### config.mk
export PLATFORM = sky130hd
export DESIGN_NAME = cop_sender_frame_sequencer_core
export DESIGN_NICKNAME = d
export VERILOG_FILES = /design/src/rtl/csfs_pkg.sv /design/src/rtl/cop_sender_frame_sequencer_core.sv
export SDC_FILE = /design/constraint.sdc
export NUM_CORES = 1
export LEC_CHECK = 0
export ABC_AREA = 1
export BUFFER_PORTS_ARGS = -buffer_cell sky130_fd_sc_hd__buf_2
export CAP_MARGIN = 20
export CORE_MARGIN = 2
export CORE_UTILIZATION = 31
export DETAILED_ROUTE_END_ITERATION = 10
export SYNTH_ARGS = -nofsm -noshare
export SYNTH_HDL_FRONTEND = slang
export SYNTH_SLANG_ARGS = --single-unit
### constraint.sdc
create_clock -name clk -period 4.9 [get_ports clk]
set_input_delay 0 -clock clk [delete_from_list [all_inputs] [get_ports clk]]
set_output_delay 0 -clock clk [all_outputs]
set_load 0.1 [all_outputs]
### src/rtl/csfs_pkg.sv
// package for the sender frame sequencer: payload types, codes and constants
package csfs_pkg;

  localparam int unsigned SENT_CAP = 128;
  localparam int unsigned SEQ_W    = 8;
  localparam int unsigned CNT_W    = 8;
  localparam int unsigned WIN_W    = 7;
  localparam int unsigned TIME_W   = 32;
  localparam int unsigned CFG_IDX_W  = 2;
  localparam int unsigned CFG_DATA_W = 32;

  localparam logic [CFG_IDX_W-1:0] CFG_WINDOW_SIZE       = 2'd0;
  localparam logic [CFG_IDX_W-1:0] CFG_SYNCH_TIMEOUT     = 2'd1;
  localparam logic [CFG_IDX_W-1:0] CFG_RESYNC_ON_TIMEOUT = 2'd2;

  typedef enum logic [1:0] {
    OP_FRAME_REQUEST = 2'd0,
    OP_STATUS_REPORT = 2'd1,
    OP_TICK          = 2'd2,
    OP_RESET         = 2'd3
  } op_t;

  typedef enum logic [1:0] {
    SEND_NONE      = 2'd0,
    SEND_EXPEDITED = 2'd1,
    SEND_RESEND    = 2'd2,
    SEND_NEW       = 2'd3
  } send_kind_t;

  typedef struct packed {
    op_t               operation;
    logic              expedited_ready;
    logic              sequenced_ready;
    logic [SEQ_W-1:0]  report_number;
    logic              report_retransmit;
    logic              report_format_ok;
    logic [TIME_W-1:0] time_now;
  } in_t;

  typedef struct packed {
    send_kind_t       send_kind;
    logic [SEQ_W-1:0] frame_number;
    logic             report_accepted;
    logic             timer_expired;
    logic             in_resync;
    logic [CNT_W-1:0] outstanding;
  } out_t;

endpackage

### src/rtl/cop_sender_frame_sequencer_core.sv
// top level of the sender frame sequencer: input register, state update, result register
//
// One transaction in, one result out. An accepted item sits in the input
// register, is resolved against the protocol state by a single pass of compare and
// add logic, and lands in the result register together with the state update, so
// items are taken back to back at one per cycle unless out_ready stalls the
// result register, a rate set by the sequence state loop. Configuration writes are
// always taken (cfg_ready is tied high) and must be issued only while the block is idle.
module cop_sender_frame_sequencer_core (
  input  logic                                clk,
  input  logic                                rst_n,
  input  logic                                in_valid,
  output logic                                in_ready,
  input  csfs_pkg::in_t                       in_data,
  output logic                                out_valid,
  input  logic                                out_ready,
  output csfs_pkg::out_t                      out_data,
  input  logic                                cfg_valid,
  output logic                                cfg_ready,
  input  logic [csfs_pkg::CFG_IDX_W-1:0]      cfg_index,
  input  logic [csfs_pkg::CFG_DATA_W-1:0]     cfg_data
);

  localparam int unsigned SW = csfs_pkg::SEQ_W;
  localparam int unsigned CW = csfs_pkg::CNT_W;
  localparam int unsigned TW = csfs_pkg::TIME_W;
  localparam int unsigned WW = csfs_pkg::WIN_W;
  localparam logic [CW-1:0] CAP = CW'(csfs_pkg::SENT_CAP);

  function automatic logic seq_before(logic [SW-1:0] a, logic [SW-1:0] b);
    logic [SW-1:0] d;
    d = b - a;
    return (d != '0) && !d[SW-1];
  endfunction

  // configuration
  logic [WW-1:0] window_size_r;
  logic [TW-1:0] synch_timeout_r;
  logic          resync_on_timeout_r;

  assign cfg_ready = 1'b1;

  always_ff @(posedge clk) begin
    if (!rst_n) begin
      window_size_r       <= WW'(1);
      synch_timeout_r     <= '0;
      resync_on_timeout_r <= 1'b0;
    end else if (cfg_valid && cfg_ready) begin
      unique case (cfg_index)
        csfs_pkg::CFG_WINDOW_SIZE: begin
          window_size_r <= (cfg_data[WW-1:0] == '0) ? WW'(1) : cfg_data[WW-1:0];
        end
        csfs_pkg::CFG_SYNCH_TIMEOUT: begin
          synch_timeout_r <= cfg_data[TW-1:0];
        end
        csfs_pkg::CFG_RESYNC_ON_TIMEOUT: begin
          resync_on_timeout_r <= cfg_data[0];
        end
        default: begin
        end
      endcase
    end
  end

  // handshake and pipeline registers
  logic           s1_valid_r;
  csfs_pkg::in_t  s1_data_r;
  logic           out_valid_r;
  csfs_pkg::out_t out_data_r;
  logic           advance;

  assign advance   = !out_valid_r || out_ready;
  assign in_ready  = !s1_valid_r || advance;
  assign out_valid = out_valid_r;
  assign out_data  = out_data_r;

  // protocol state
  logic [SW-1:0] next_seq_number_r, next_seq_number_nxt;
  logic [SW-1:0] next_exp_number_r, next_exp_number_nxt;
  logic [SW-1:0] resend_pointer_r, resend_pointer_nxt;
  logic [SW-1:0] acked_number_r, acked_number_nxt;
  logic          stored_rt_r, stored_rt_nxt;
  logic          resync_mode_r, resync_mode_nxt;
  logic [CW-1:0] outstanding_r, outstanding_nxt;
  logic [SW-1:0] last_frame_r, last_frame_nxt;
  logic          timer_running_r, timer_running_nxt;
  logic [TW-1:0] timer_deadline_r, timer_deadline_nxt;
  csfs_pkg::out_t result;

  logic [SW-1:0] nr;
  logic          rt;
  logic          report_ok;
  logic [SW-1:0] ack_dist;
  logic [SW-1:0] win_dist;

  always_comb begin
    next_seq_number_nxt = next_seq_number_r;
    next_exp_number_nxt = next_exp_number_r;
    resend_pointer_nxt  = resend_pointer_r;
    acked_number_nxt    = acked_number_r;
    stored_rt_nxt       = stored_rt_r;
    resync_mode_nxt     = resync_mode_r;
    outstanding_nxt     = outstanding_r;
    last_frame_nxt      = last_frame_r;
    timer_running_nxt   = timer_running_r;
    timer_deadline_nxt  = timer_deadline_r;
    result              = '0;
    result.send_kind    = csfs_pkg::SEND_NONE;

    nr       = s1_data_r.report_number;
    rt       = s1_data_r.report_retransmit;
    ack_dist = nr - acked_number_r;
    win_dist = next_seq_number_r - acked_number_r;
    report_ok = s1_data_r.report_format_ok
             && !seq_before(nr, acked_number_r)
             && !seq_before(next_seq_number_r, nr)
             && !(rt && (nr == next_seq_number_r))
             && !(!rt && stored_rt_r && (nr == acked_number_r));

    unique case (s1_data_r.operation)
      csfs_pkg::OP_FRAME_REQUEST: begin
        if (!resync_mode_r) begin
          priority if (s1_data_r.expedited_ready) begin
            last_frame_nxt      = next_exp_number_r;
            next_exp_number_nxt = next_exp_number_r + SW'(1);
            result.send_kind    = csfs_pkg::SEND_EXPEDITED;
          end else if (seq_before(resend_pointer_r, next_seq_number_r)) begin
            last_frame_nxt     = resend_pointer_r;
            resend_pointer_nxt = resend_pointer_r + SW'(1);
            result.send_kind   = csfs_pkg::SEND_RESEND;
          end else if (s1_data_r.sequenced_ready && (win_dist < SW'(window_size_r))
                       && (outstanding_r < CAP)) begin
            last_frame_nxt      = next_seq_number_r;
            outstanding_nxt     = outstanding_r + CW'(1);
            next_seq_number_nxt = next_seq_number_r + SW'(1);
            resend_pointer_nxt  = resend_pointer_r + SW'(1);
            result.send_kind    = csfs_pkg::SEND_NEW;
          end else if (seq_before(acked_number_r, next_seq_number_r)) begin
            last_frame_nxt     = acked_number_r;
            resend_pointer_nxt = acked_number_r + SW'(1);
            result.send_kind   = csfs_pkg::SEND_RESEND;
          end else begin
          end
        end
      end
      csfs_pkg::OP_STATUS_REPORT: begin
        if (!report_ok) begin
          if (!resync_mode_r) begin
            if (!timer_running_r) begin
              timer_running_nxt  = 1'b1;
              timer_deadline_nxt = '0;
            end
            resend_pointer_nxt = acked_number_r;
          end
        end else begin
          if (seq_before(acked_number_r, nr)) begin
            outstanding_nxt = (CW'(ack_dist) > outstanding_r) ? '0
                            : outstanding_r - CW'(ack_dist);
          end
          if (rt || seq_before(resend_pointer_r, nr)) begin
            resend_pointer_nxt = nr;
          end
          acked_number_nxt   = nr;
          stored_rt_nxt      = rt;
          timer_running_nxt  = 1'b0;
          timer_deadline_nxt = '0;
          if (resync_mode_r && !rt && (nr == acked_number_r)) begin
            resync_mode_nxt = 1'b0;
          end
          result.report_accepted = 1'b1;
        end
      end
      csfs_pkg::OP_TICK: begin
        if (timer_running_r && (synch_timeout_r != '0)) begin
          if (timer_deadline_r == '0) begin
            timer_deadline_nxt = s1_data_r.time_now + synch_timeout_r;
          end else if (s1_data_r.time_now >= timer_deadline_r) begin
            timer_running_nxt  = 1'b0;
            timer_deadline_nxt = '0;
            if (!resync_mode_r && resync_on_timeout_r) begin
              stored_rt_nxt   = 1'b0;
              resync_mode_nxt = 1'b1;
            end
            result.timer_expired = 1'b1;
          end else begin
          end
        end
      end
      csfs_pkg::OP_RESET: begin
        next_seq_number_nxt = '0;
        next_exp_number_nxt = '0;
        resend_pointer_nxt  = '0;
        acked_number_nxt    = '0;
        stored_rt_nxt       = 1'b0;
        resync_mode_nxt     = 1'b0;
        outstanding_nxt     = '0;
        last_frame_nxt      = '0;
        timer_running_nxt   = 1'b0;
        timer_deadline_nxt  = '0;
      end
      default: begin
      end
    endcase

    result.frame_number = last_frame_nxt;
    result.in_resync    = resync_mode_nxt;
    result.outstanding  = outstanding_nxt;
  end

  always_ff @(posedge clk) begin
    if (!rst_n) begin
      s1_valid_r        <= 1'b0;
      out_valid_r       <= 1'b0;
      next_seq_number_r <= '0;
      next_exp_number_r <= '0;
      resend_pointer_r  <= '0;
      acked_number_r    <= '0;
      stored_rt_r       <= 1'b0;
      resync_mode_r     <= 1'b0;
      outstanding_r     <= '0;
      last_frame_r      <= '0;
      timer_running_r   <= 1'b0;
      timer_deadline_r  <= '0;
    end else begin
      if (in_ready) begin
        s1_valid_r <= in_valid;
      end
      if (advance) begin
        out_valid_r <= s1_valid_r;
      end
      if (advance && s1_valid_r) begin
        next_seq_number_r <= next_seq_number_nxt;
        next_exp_number_r <= next_exp_number_nxt;
        resend_pointer_r  <= resend_pointer_nxt;
        acked_number_r    <= acked_number_nxt;
        stored_rt_r       <= stored_rt_nxt;
        resync_mode_r     <= resync_mode_nxt;
        outstanding_r     <= outstanding_nxt;
        last_frame_r      <= last_frame_nxt;
        timer_running_r   <= timer_running_nxt;
        timer_deadline_r  <= timer_deadline_nxt;
      end
    end
  end

  // payload registers
  always_ff @(posedge clk) begin
    if (in_ready && in_valid) begin
      s1_data_r <= in_data;
    end
    if (advance && s1_valid_r) begin
      out_data_r <= result;
    end
  end

endmodule
==> flow_summary.ini, run 1 <==
[run_status]
outcome = finished clean

[sta]
period_share = 0.804
max_freq_ghz = 0.254
hold_viol = 0
worstMarginPinSlew_ns = 0.872
setup_viol = 0
relSlewSlack = 0.417
fin_skew_ns = 0.0142
fin_crit_ns = 3.94
rsz0062_at_grt = false
drv_slew = 0
fin_setup_tns_ns = 0
setup_ws_ns = 0.961
hold-worst-slack_ns = 0.0374

[floorplanning]
ios = 109
die_h_um = 218
start_util = 0.313
die_w_um = 218
core_um2 = 45200
num_rows = 78
die_area_um2 = 47300

[synth]
synth_fp_nets = 2242
async_flop_share = 0
synth_edf_count = 67
syn_area_um2 = 14100
ys.flop_type = dfxtp_1
synth_seq_area_share = 0.319
synth-seq-cells = 192
synth_cells = 2020
yosys_warnings = 0
yosysUniqueCellTypes = 53
avgSynthCellArea_um2 = 7.00

[place]
place_congestion = 0.949
placed_area_um2 = 15200
place_ws_ns = 0.940
dp.final_hpwl_um = 35100
io_buffers = 107

[finish]
seqCellArea_um2 = 4510
drive_above_1_share = 0.0864
nets = 2409
final_common_cell = nand2_1
final_cell_mix = nand2_1, inv_1, nor2_1, a21oi_1, nand3_1
antennaDiodeCount = 0
fill_cells = 4790
multi_input_area_um2 = 8300
final_area_um2 = 16700
synthToLayoutAreaGrowth_pct = 18.2

[clocking]
clk_pin_slew_ns = 0.08
cts_tree = yes
cts.repair.resized = 0
cts_hold_buf = 86
cts_buffers = 17
clockBufferDepth = 2
cts_setup_buffers = 0
clock_sinks = 192
htreeDepth = 4
insertion_delay_ns = 0.50
root_buffer = clkbuf_16

[detailed_routing]
dr.pass1.iters = 6
wl_per_cell_um = 16.5
viasPerCell = 5.01
drc_errors = 0
vias = 14000
drt-total-wl_um = 46100
antenna_left = 0
drtIter0Drc = 1191

[worst_setup_path]
startpoint_type = flop
cpPeakStageDelay_ns = 0.47
cp_cell_sequence = inv_1 -> ha_1 -> inv_1 -> fa_1 -> or2_1 -> nor2_1 -> nand3_1 -> nor2_1 -> nand3_1 -> nand2_1 -> nand3_2 -> nand2_2 -> nand2_4 -> nor2_8 -> o21ai_4 -> nand2_1 -> a21oi_1
required_ns = 5.27
path_buf_inv = 2
critPathArrivalTime_ns = 4.31
worstSetupEndpointType = flop
slowest_stage = dfxtp_1
path_class = flop to flop
crit_path_max_fanout = 33
crit_family = simple AND/OR/NAND/NOR gates

[grt]
grt_usage = 0.199
grt_pass1_vias = 13500
gr-total-overflow = 0
antenna_found_initial = 1
grt_pass1_wl_um = 73300
grt_start_max_net_pins = 63

[hold_path]
hold_class = input pin to flop

[pwr]
pwr_density_cell_nw_per_um2 = 280
p_leak_nw = 7.70
worst_ir_drop_vdd_uv = 247

[flow_run]
maxCapViolCount = 0
worst min-delay path, cell delays in order:
cell,delay (ns)
buf_2,0.11
nand2_1,0.06
nor2_1,0.11
o21ai_0,0.17
nand2_1,0.05
path summary, 6_finish.rpt:
| check | start | to | slack (ns) | cells after the start |
|---|---|---|---|---|
| worst min register to register | timer_deadline_r[31]$_SDFFE_PN0P_ | timer_deadline_r[31]$_SDFFE_PN0P_ | 0.46 | 2 |
| worst min-delay path | cfg_valid | window_size_r[0]$_SDFFE_PN1P_ | 0.04 | 5 |
| worst max-delay path | acked_number_r[0]$_SDFFE_PN0P_ | timer_deadline_r[20]$_SDFFE_PN0P_ | 0.96 | 17 |
| worst max register to register | acked_number_r[0]$_SDFFE_PN0P_ | timer_deadline_r[20]$_SDFFE_PN0P_ | 0.96 | 17 |
flip-flops by register name, summed over array words and instances (netlist names), 21 cells and up:
| register | count |
|---|---|
| out_data | 21 |
| s1_data_r | 37 |
| synch_timeout_r | 32 |
| timer_deadline_r | 32 |
cells by family (layout without fill, tap and decap cells):
logic type / Yosys count / count (layout) / synth area share
AOI/OAI and AO/OA: 356 / 356 / 0.137
xor gates and xnor gates: 52 / 52 / 0.0327
adders and majority gates: 137 / 137 / 0.125
buffers and inverters: 339 / 519 / 0.0943
DFF: 192 / 192 / 0.319
other: 1 / 1 / 0.000265
and+or+nand+nor: 943 / 943 / 0.291
routing by layer:
layer / wire [um] / vias up / global-route usage
met5: 0 / - / 0
met4: 1200 / 0 / 0.0676
met3: 2140 / 71 / 0.0321
met2: 21500 / 389 / 0.330
met1: 21300 / 6527 / 0.262
li1: - / 7042 / -
cell usage after synthesis, types with 2 or more instances:
master | instances | area, um2
buf_1 | 2 | 7.51
o21bai_1 | 8 | 60.1
or2_2 | 13 | 81.3
nor4_1 | 12 | 75.1
inv_1 | 276 | 1040
o21a_1 | 9 | 67.6
nand2_2 | 7 | 43.8
a211oi_1 | 11 | 82.6
nor3b_1 | 5 | 37.5
clkinv_1 | 2 | 7.51
nand3b_1 | 9 | 67.6
clkbuf_1 | 30 | 113
fa_1 | 8 | 160
dfxtp_1 | 125 | 2500
o21ai_0 | 114 | 571
o211ai_1 | 6 | 45.0
buf_4 | 7 | 52.6
ha_1 | 129 | 1610
edfxtp_1 | 67 | 2010
o21ai_1 | 5 | 25.0
nor3_1 | 24 | 120
a21oi_1 | 176 | 881
buf_6 | 3 | 33.8
nand3_2 | 3 | 30.0
xnor2_1 | 15 | 131
a21o_1 | 8 | 60.1
and3_1 | 2 | 12.5
nor2_1 | 194 | 728
nand3_1 | 171 | 856
a31oi_1 | 7 | 43.8
buf_2 | 9 | 45.0
nand2_1 | 445 | 1670
o22ai_1 | 4 | 25.0
a21boi_0 | 2 | 15.0
nand4_1 | 51 | 319
inv_2 | 9 | 33.8
xor2_1 | 36 | 315
power by group:
group	switching [mW]	internal, mW	total (mW)
clock	0.756	0.683	1.44
sequential	0.0850	1.73	1.82
combinational	0.951	0.476	1.43
total	1.79	2.89	4.68
through the flow:
step	total power, mW	instances	util
after global routing	4.97	2800	0.370
after CTS	4.71	2798	0.369
after floorplan	2.83	2020	-
after detailed placement	3.21	2680	0.337
after global placement	3.20	2680	0.337
final	4.68	2800	0.370
final cells by class:
cell class | instances | area share
multi-input combinational | 1489 | 0.496
inverter | 287 | 0.0645
sequential | 192 | 0.270
clock inverter | 15 | 0.00988
clock buffer | 17 | 0.0255
timing repair buffer | 200 | 0.0886
tap | 600 | 0.0449
Note: power is estimated with default switching activity, not from simulation.
==> inputs of run 2 (changes only) <==
clock period = 3.3 ns   (was 4.9 ns; I/O delays follow)
==> flow_summary.ini, run 2 (same netlist as run 1, synthesis figures left out) <==
[grt]
grt_pass1_wl_um = 72900
grt_usage = 0.195
grt_start_max_net_pins = 52
grt_pass1_vias = 13900
gr-total-overflow = 0
antenna_found_initial = 0

[finish]
synthToLayoutAreaGrowth_pct = 25.0
final_common_cell = nand2_1
fin_util = 0.391
seqCellArea_um2 = 4520
top_regs = s1_data_r (37), synch_timeout_r (32), timer_deadline_r (32)
nets = 2496
antennaDiodeCount = 0
fill_cells = 4655
regMostFlops = s1_data_r
multi_input_area_um2 = 8590
drive_above_1_share = 0.141
final_cell_mix = nand2_1, inv_1, nor2_1, a21oi_1, nand3_1
largest_reg_flops = 37
final_area_um2 = 17700

[floorplanning]
ios = 109
num_rows = 78
die_w_um = 218
die_area_um2 = 47300
start_util = 0.313
die_h_um = 218
core_um2 = 45200

[detailed_routing]
viasPerCell = 4.98
dr.pass1.iters = 5
drc_errors = 0
wl_per_cell_um = 16.1
vias = 14400
drtIter0Drc = 901
antenna_left = 0
drt-total-wl_um = 46500

[sta]
period_share = 0.945
worstMarginPinSlew_ns = 1.25
rsz0062_at_grt = true
relSlewSlack = 0.158
fin_setup_tns_ns = 0
fin_crit_ns = 3.12
hold_viol = 0
setup_viol = 0
max_freq_ghz = 0.321
drv_slew = 0
fin_skew_ns = 0.0113

[worst_setup_path]
crit_path_start = nr[4]$_DFFE_PP_
slowest_stage = edfxtp_1
cp_cell_sequence = ha_2 -> nand2_2 -> nor2_1 -> nand2_1 -> nand3_1 -> nand2_1 -> nand2_1 -> ha_1 -> a21oi_2 -> o21a_1 -> nand2_1 -> buf_4 -> nand3_1 -> nand3_1 -> nand3_1 -> nand3_1 -> nand2_1 -> inv_1
crit_path_max_fanout = 5
path_buf_inv = 2
crit_family = simple AND/OR/NAND/NOR gates
critPathArrivalTime_ns = 3.33
path_class = flop to flop
r2r-start = nr[4]$_DFFE_PP_
required_ns = 3.51
cpPeakStageDelay_ns = 0.45
startpoint_type = flop
worstSetupEndpointType = flop

[pwr]
pwr_density_cell_nw_per_um2 = 404
p_leak_nw = 8.16
worst_ir_drop_vdd_uv = 314

[clocking]
clockBufferDepth = 2
cts_tree = yes
insertion_delay_ns = 0.46
root_buffer = clkbuf_16
htreeDepth = 4
cts_buffers = 17
clock_sinks = 192
clk_pin_slew_ns = 0.07

[place]
io_buffers = 107
placed_area_um2 = 15800
dp.final_hpwl_um = 35600
place_congestion = 0.926

[hold_path]
hold_class = input pin to flop
hold_start = cfg_index[0]

[flow_run]
maxCapViolCount = 0

[run_status]
outcome = finished clean
==> run 2: changes by cell type in the layout (fill, tap and decap cells not counted), sizes merged <==
cell	previous run	this run
buf	114	192
clkbuf	17	22
dlygate4sd3	86	91
inv	291	287
o21ai	121	124
bufinv	0	1
clkinv	8	7
==> run 2: worst min-delay path, cell delays in order <==
cell and delay, ns:
buf_2 0.09, inv_1 0.05, nand2_1 0.06, nor2_1 0.12, a21oi_1 0.17
==> run 2: layout make-up <==
cell class | count | share of cell area
flip-flops and latches | 192 | 0.256
well taps | 600 | 0.0425
repair buffers | 283 | 0.122
multi-input cells | 1492 | 0.486
clock inverters | 10 | 0.00595
clock buffers | 22 | 0.0263
repair inverters | 1 | 0.000425
inverters | 287 | 0.0616
==> run 2: final timing paths <==
check	end	slack, ns	cells after the start
setup / recovery	out_data[5]$_DFFE_PP_	0.18	18
hold / removal	window_size_r[6]$_SDFFE_PN0P_	0.07	5
setup reg to reg	out_data[5]$_DFFE_PP_	0.18	18
hold reg to reg	timer_deadline_r[24]$_SDFFE_PN0P_	0.47	2
==> run 2: timing repair <==
action,in CTS,in global routing
hold buffers,91,0
pin swaps,0,14
gates resized for setup,2,77
buffers inserted,0,6
hold endpoints to repair,98,0
endpoints found under the setup margin,6,81
cloned,0,4
==> run 2: layer usage <==
layer,part of all wire,track usage
met5,0,0
met2,0.48,0.336
met1,0.45,0.246
met3,0.043,0.0311
met4,0.032,0.0669
==> run 2: power by group <==
group / leakage [nW] / total (mW) / switching [mW] / internal (mW)
Combinational: 6.21 / 2.38 / 1.50 / 0.874
Clock: 0.282 / 2.08 / 0.989 / 1.09
Sequential: 1.67 / 2.68 / 0.109 / 2.57
==> run 2: per-stage QoR <==
step / std cells / setup slack, ns / hold slack (ns) / power (mW)
finish: 2887 / 0.183 / 0.0655 / 7.14
global route: 2887 / -0.0305 / 0.0817 / 7.57
CTS: 2877 / 0.0190 / 0.0259 / 7.06
detailed placement: 2754 / -0.0332 / 0.178 / 4.86
global placement: 2754 / 0.0265 / 0.177 / 4.85
floorplan: 2020 / 0.271 / 0.0989 / 4.21
==> inputs of run 3 (changes only) <==
CTS_CLUSTER_DIAMETER = 150   (was default)
clock period = 2.6 ns   (was 3.3 ns; I/O delays follow)
==> flow_summary.ini, run 3 (same netlist as run 1, synthesis figures left out) <==
[run_status]
outcome = finished, violations left
failed_checks = setup timing

[sta]
fin_crit_ns = 3.04
drv_slew = 0
max_freq_ghz = 0.329
fin_setup_tns_ns = -32.08
relSlewSlack = 0.363
setup_ws_ns = -0.440
rsz0062_at_grt = true
setup_viol = 94
period_share = 1.17
fin_skew_ns = 0.0166
hold_viol = 0
worstMarginPinSlew_ns = 0.949

[grt]
grt_pass1_wl_um = 78800
busiest_layer = met2
gr-usage-met2 = 0.370
met3_usage = 0.0310
grt_start_max_net_pins = 62
grt_usage = 0.210
use_met1 = 0.264
antenna_found_initial = 0
gr-total-overflow = 0
grt_pass1_vias = 15200

[worst_setup_path]
cp_cell_sequence = inv_4 -> ha_4 -> fa_2 -> inv_2 -> nand4_1 -> nand3_1 -> nand2_1 -> nand2_1 -> inv_1 -> ha_2 -> or2_4 -> a21oi_4 -> nand3_4 -> clkinv_4 -> nand3_2 -> nand3_1 -> nand2_1 -> nand2_1 -> nand2_2
worstSetupEndpointType = flop
path_class = flop to flop
crit_top_cell = nand2_1
cpPeakStageDelay_ns = 0.38
path_buf_inv = 4
crit_path_max_fanout = 9
required_ns = 2.81
startpoint_type = flop
crit_family = simple AND/OR/NAND/NOR gates
critPathArrivalTime_ns = 3.25
slowest_stage = dfxtp_4
r2r-start = next_seq_number_r[0]$_SDFFE_PN0P_
crit_path_start = next_seq_number_r[0]$_SDFFE_PN0P_

[clocking]
cts_tree = yes
clock_sinks = 192
clockBufferDepth = 2
clk_pin_slew_ns = 0.08
htreeDepth = 4
insertion_delay_ns = 0.47
cts_buffers = 17
root_buffer = clkbuf_16

[detailed_routing]
drtIter0Drc = 929
vias = 15100
wl_per_cell_um = 16.3
drc_errors = 0
dr.pass1.iters = 6
antenna_left = 0
drt-total-wl_um = 49500
viasPerCell = 4.97

[pwr]
pwr_density_cell_nw_per_um2 = 497
p_leak_nw = 9.10
worst_ir_drop_vdd_uv = 388

[floorplanning]
die_w_um = 218
ios = 109
start_util = 0.313
die_h_um = 218
die_area_um2 = 47300
core_um2 = 45200
num_rows = 78

[finish]
final_cell_mix = nand2_1, inv_1, buf_4, nor2_1, a21oi_1
drive_above_1_share = 0.270
seqCellArea_um2 = 4530
top_regs = s1_data_r (37), synch_timeout_r (32), timer_deadline_r (32)
multi_input_area_um2 = 9520
synthToLayoutAreaGrowth_pct = 41.3
fill_cells = 4508
antennaDiodeCount = 0
final_common_cell = nand2_1
largest_reg_flops = 37
final_area_um2 = 20000
nets = 2655
regMostFlops = s1_data_r

[place]
placed_area_um2 = 17300
io_buffers = 107
dp.final_hpwl_um = 37500
place_ws_ns = -0.525
place_congestion = 0.947

[hold_path]
hold_class = input pin to flop
hold_start = cfg_index[0]

[flow_run]
maxCapViolCount = 0
## run 3: cell types whose count changed in the layout (fill, tap and decap cells not counted), sizes merged
cell / change
inv: +2
bufinv: -1
clkbuf: +2
dlygate4sd3: -4
clkinv: -2
clkinvlp: -2
buf: +164
## run 3: metal layers
metal	up-vias	part of all wire	routed length, um
li1	7550	-	-
met1	7100	0.44	21700
met2	406	0.49	24300
met3	76	0.045	2220
met4	0	0.025	1260
met5	-	0	0
## run 3: worst min-delay path: cells and delay by family
family	cells	cell delay, ns
AND/OR/NAND/NOR	3	0.19
AO/OA/AOI/OAI	1	0.16
buffers and inverters	2	0.13
## run 3: area by class of cell
class,count,share of cell area
Clock buffer,24,0.0258
Multi-Input combinational cell,1492,0.476
Clock inverter,8,0.00319
Tap cell,600,0.0376
Sequential cell,192,0.227
Inverter,287,0.0552
Timing Repair Buffer,443,0.175
## run 3: what timing repair did
action / CTS / global route
pin swaps: 67 / 75
setup endpoints to repair: 95 / 95
cloned: 5 / 0
resized for setup: 132 / 121
buffers inserted: 28 / 10
hold buffers: 87 / 0
hold endpoints to repair: 88 / 0
## run 3: report_power, final
group	internal, mW	switching (mW)	total (mW)
Clock	1.41	1.28	2.69
Combinational	1.61	2.23	3.84
Sequential	3.26	0.130	3.39
## run 3: worst paths after layout
kind	to	slack [ns]	cells after the start
worst max register to register	out_data[16]$_DFFE_PP_	-0.44	19
worst min-delay path	window_size_r[0]$_SDFFE_PN1P_	0.05	6
worst min register to register	timer_deadline_r[27]$_SDFFE_PN0P_	0.46	2
worst max-delay path	out_data[16]$_DFFE_PP_	-0.44	19
## run 3: through the flow
step                 util  hold slack (ns)  total power, mW  instances
floorplan               -           0.0989             5.51       2020
global placement    0.382            0.177             6.64       2887
detailed placement  0.382            0.178             6.68       2887
CTS                 0.431           0.0273             9.75       3038
global route        0.442            0.109             10.5       3046
finish              0.442           0.0503             9.93       3046
